### config.mk
export PLATFORM = sky130hd
export DESIGN_NAME = mhpq_cmd_fifo
export DESIGN_NICKNAME = d
export VERILOG_FILES = /design/src/design/mhpq_pkg.sv /design/src/design/mhpq_cmd_fifo.sv
export SDC_FILE = /design/constraint.sdc
export NUM_CORES = 1
export LEC_CHECK = 0
export BUFFER_PORTS_ARGS = -buffer_cell sky130_fd_sc_hd__buf_2
export CAP_MARGIN = 40
export CORE_MARGIN = 1
export CORE_UTILIZATION = 45
export DETAILED_ROUTE_END_ITERATION = 6
export PLACE_DENSITY = 0.68
export SETUP_SLACK_MARGIN = 0.15
export SYNTH_ARGS = -nofsm -noshare
export SYNTH_HDL_FRONTEND = slang
export SYNTH_SLANG_ARGS = --single-unit
### constraint.sdc
create_clock -name clk -period 3 [get_ports clk]
set_clock_uncertainty 0.05 [all_clocks]
set_input_delay 0.45 -clock clk [delete_from_list [all_inputs] [get_ports clk]]
set_output_delay 0.45 -clock clk [all_outputs]
set_load 0.01 [all_outputs]
### src/design/mhpq_pkg.sv
// Shared types and constants for the max-heap priority queue.
package mhpq_pkg;

  // Heap store size and the address width it needs.
  localparam int DEPTH = 1024;
  localparam int AW    = $clog2(DEPTH);

  localparam logic OP_INSERT  = 1'b0;
  localparam logic OP_EXTRACT = 1'b1;

  localparam logic [1:0] ST_INSERTED  = 2'd0;
  localparam logic [1:0] ST_EXTRACTED = 2'd1;
  localparam logic [1:0] ST_FULL      = 2'd2;
  localparam logic [1:0] ST_EMPTY     = 2'd3;

  localparam logic signed [31:0] EMPTY_VALUE = -32'sd1;

  // One command word from the front to the heap engine.
  typedef struct packed {
    logic             op;
    logic signed [31:0] value;
  } cmd_t;

  // One result word from the heap engine.
  typedef struct packed {
    logic [1:0]         status;
    logic signed [31:0] max_value;
    logic [10:0]        occupancy;
  } res_t;

endpackage

### src/design/mhpq_cmd_fifo.sv
// Two-entry command queue between the input side and the heap engine.
module mhpq_cmd_fifo (
  input  logic          clk,
  input  logic          rst_n,
  input  logic          push,
  input  mhpq_pkg::cmd_t push_data,
  output logic          full,
  input  logic          pop,
  output mhpq_pkg::cmd_t pop_data,
  output logic          empty
);
  import mhpq_pkg::*;

  cmd_t       mem_r [2];
  logic       wp_r, rp_r;
  logic [1:0] cnt_r;

  assign full     = (cnt_r == 2'd2);
  assign empty    = (cnt_r == 2'd0);
  assign pop_data = mem_r[rp_r];

  // Storage needs no reset.
  always_ff @(posedge clk) begin
    if (push && !full) begin
      mem_r[wp_r] <= push_data;
    end
  end

  // Pointers and fill count.
  always_ff @(posedge clk) begin
    if (!rst_n) begin
      wp_r  <= 1'b0;
      rp_r  <= 1'b0;
      cnt_r <= 2'd0;
    end else begin
      if (push && !full) begin
        wp_r <= ~wp_r;
      end
      if (pop && !empty) begin
        rp_r <= ~rp_r;
      end
      cnt_r <= cnt_r + {1'b0, (push && !full)} - {1'b0, (pop && !empty)};
    end
  end
endmodule

==> impl_results.md <==
* DR top layer: met4
* Slew Viols, Final at 0
* CP Class: reg2out
* Cts hold-fix bufs at 0
* Worst Path Arrival at 1.79 ns
* Routed wl met3 at 248 um
* Post-CTS Setup Bufs at 0
* Crit path launch type: flop
* Critical path, cell by cell: buf_4 > mux2_4 > buf_2
* CP Data Required Time at 2.50 ns
* Vias in the first global route at 1442
* Post-DP HPWL at 3.185 mm
* Clock Latency Late Sink at 0.33 ns
* Slew headroom at 50.88%
* Synthesized Nets at 167
* Hold path startpoint: push_data[29]
* Switch Pwr at 731.1 uW
* WL per Instance at 15.37 um
* R2R Setup Slk at 1.22 ns
* CTS tree: built
* Cell-internal power at 2.105 mW
* PnR worst setup slack at 0.7120 ns
* P&R area growth vs syn at 23.74%
* Final Hold Vio Count at 0
* Pwr Density at 826.8 mW/mm^2
* Worst slew pin tran at 0.7368 ns
* Final period util at 76.27%
* Share of layout cells above drive strength 1 at 58.14%
* Most frequent cells in the layout: 71 x buf_2, 66 x edfxtp_1, 30 x mux2_4
* Commonest non-fill, non-tap cell in the layout: buf_2
* Clk pwr share at 27.2%
* Die Area at 0.006479 mm^2
* Setup WS pre-CTS at 1.044 ns
* TritonCTS Buffers at 9
* Synthesized flop and latch total at 71
* Width of the die at 80.50 um
* Mapped Cells at 128
* Status: complete, no violations
* Row count at 28
* Buffers and inverters on the worst path at 2
* Sequential Power Share at 46.9%
* GPL Wtd Cong at 0.6729
* Routed wire length at 4.457 mm
* RSZ-0062 raised after global routing: no
* Post-synthesis sequential area ratio at 75.09%
* Fin nets at 249
* Switching share of power at 25.77%
* Reg area at 0.002083 mm^2
* Hold depth at 1
* I/O Buffers at 71
* Clock buffer depth at 2
* FF-to-FF path depth at 8
* DRT antenna net count at 0
* Max-Cap Viols at 0
* Max frequency at 0.4371 GHz
* Ant diodes at 0
* PnR Total Power at 2.837 mW
* Crit-path max cell delay at 0.68 ns
* Crit Path Max Fanout at 18
* Crit end category: output port
* Worst Hold Endpoint: mem_r[0][29]
* GRT Resource Usage Total at 14.77%
* Crit path max-delay cell type: dfxtp_2
* Worst-path clk slew at 0.07 ns
* Synthesized area at 0.002773 mm^2
* Reg-to-reg endpoint: cnt_r[1]
* Final setup viols at 0
* DRT met1 WL at 1.686 mm
* Global-route wire length before repair at 6.713 mm
* Worst hold path class: in2reg
* Area of the core at 0.005921 mm^2
* Syn avg cell area at 21.66 um^2
* Post-CTS resize count at 0
* Multi-input logic area at 619.3 um^2
* Htree depth at 3
* Met2 WL at 2.437 mm
* Setup tns final at 0 ns
* Worst r2r src: cnt_r[0]
* Post-DR vias/cell at 4.783
* Vias at 1387
* Fillers at 472
* Initial Util at 46.83%
* Unique masters post-synth at 17
* Ports at 72
* CTS Sinks at 71
* DRC violation total after the first TritonRoute iteration at 51
* Top delay family on crit path: flip-flops
* Leak pwr at 1.378 nW
* Die Ht at 80.50 um
* Clock Root Buffer: clkbuf_8
* Largest net degree at the start of global routing at 22
* Drt pass-1 iters at 4
* DR DRC count at 0
* Peak VDD IR at 0.0004206 V
* Synth warn at 0
* Tmin final at 2.288 ns
* Initial antenna violation count at 0
* Logic gate share of total power at 25.9%
* Grt ovf at 0
==> power groups by stage <==
stage	combinational (mW)	sequential, mW	clock, mW
detailed placement	0.745	1.35	0
global route	0.794	1.34	0.832
floorplan	0.576	1.30	0
global placement	0.704	1.35	0
CTS	0.747	1.33	0.790
finish	0.735	1.33	0.772
==> cells in the mapped netlist, drive strengths merged <==
master | count | share of area [%]
edfxtp | 66 | 71
ha | 2 | 0.90
buf | 4 | 2.6
inv | 2 | 0.27
nor2b | 2 | 0.45
xnor2 | 3 | 0.95
dfxtp | 5 | 3.6
mux2i | 1 | 0.36
and3 | 1 | 0.23
mux2 | 33 | 17
nand2b | 2 | 0.45
nor2 | 2 | 0.27
nand2 | 2 | 0.27
o21a | 1 | 0.27
and2 | 2 | 0.45
==> worst max path at each step <==
stage	start	slack, ns	end	cells after the start
2_1_floorplan	cnt_r[0]	0.54	mem_r[0][0]	3
3_3_place_gp	flop	1.07	pop_data[6]	3
3_5_place_dp	flop	1.04	pop_data[3]	3
4_1_cts	flop	0.67	pop_data[3]	3
5_1_grt	flop	0.62	pop_data[11]	3
6_report	flop	0.71	pop_data[3]	3
==> stage by stage <==
step	hold WS, ns	instance area, um^2	cells	utilization, %
finish	0.2593	3431	290	57.95
global route	0.2354	3431	290	57.95
CTS	0.2373	3431	290	57.95
detailed placement	0.4656	3222	274	54.42
global placement	0.4556	3194	273	53.95
floorplan	0.4049	2773	128	-
==> registers in the layout (all words and copies together) (netlist names), named ones only <==
name / count
cnt_r: 2
rp_r: 1
wp_r: 1
mem_r: 66
==> logic make-up (layout without fill, tap and decap cells) <==
logic type      count (synthesis)  after routing  synth area share, %
buf+inv                         6             93                2.843
mux                            34             34                17.82
compound gates                  1              1               0.2709
simple gates                   11             11                2.121
fa+ha+maj                       2              2               0.9024
flops                          71             71                75.09
xor+xnor                        3              3               0.9478
==> area by class of cell <==
class                   count  share of cell area, %
flip-flops and latches     71                  60.72
clock inverters             3                  1.167
repair buffers             75                  12.18
multi-input cells          51                  18.05
inverters                   2                 0.2188
clock buffers              13                  4.923
well taps                  75                  2.735
==> routing by layer <==
layer | vias up | GRT usage (%)
li1 | 658 | -
met1 | 679 | 16.00
met2 | 41 | 25.25
met3 | 9 | 4.659
met4 | 0 | 8.571
met5 | - | 0
Power figures use the tool's default switching activity.
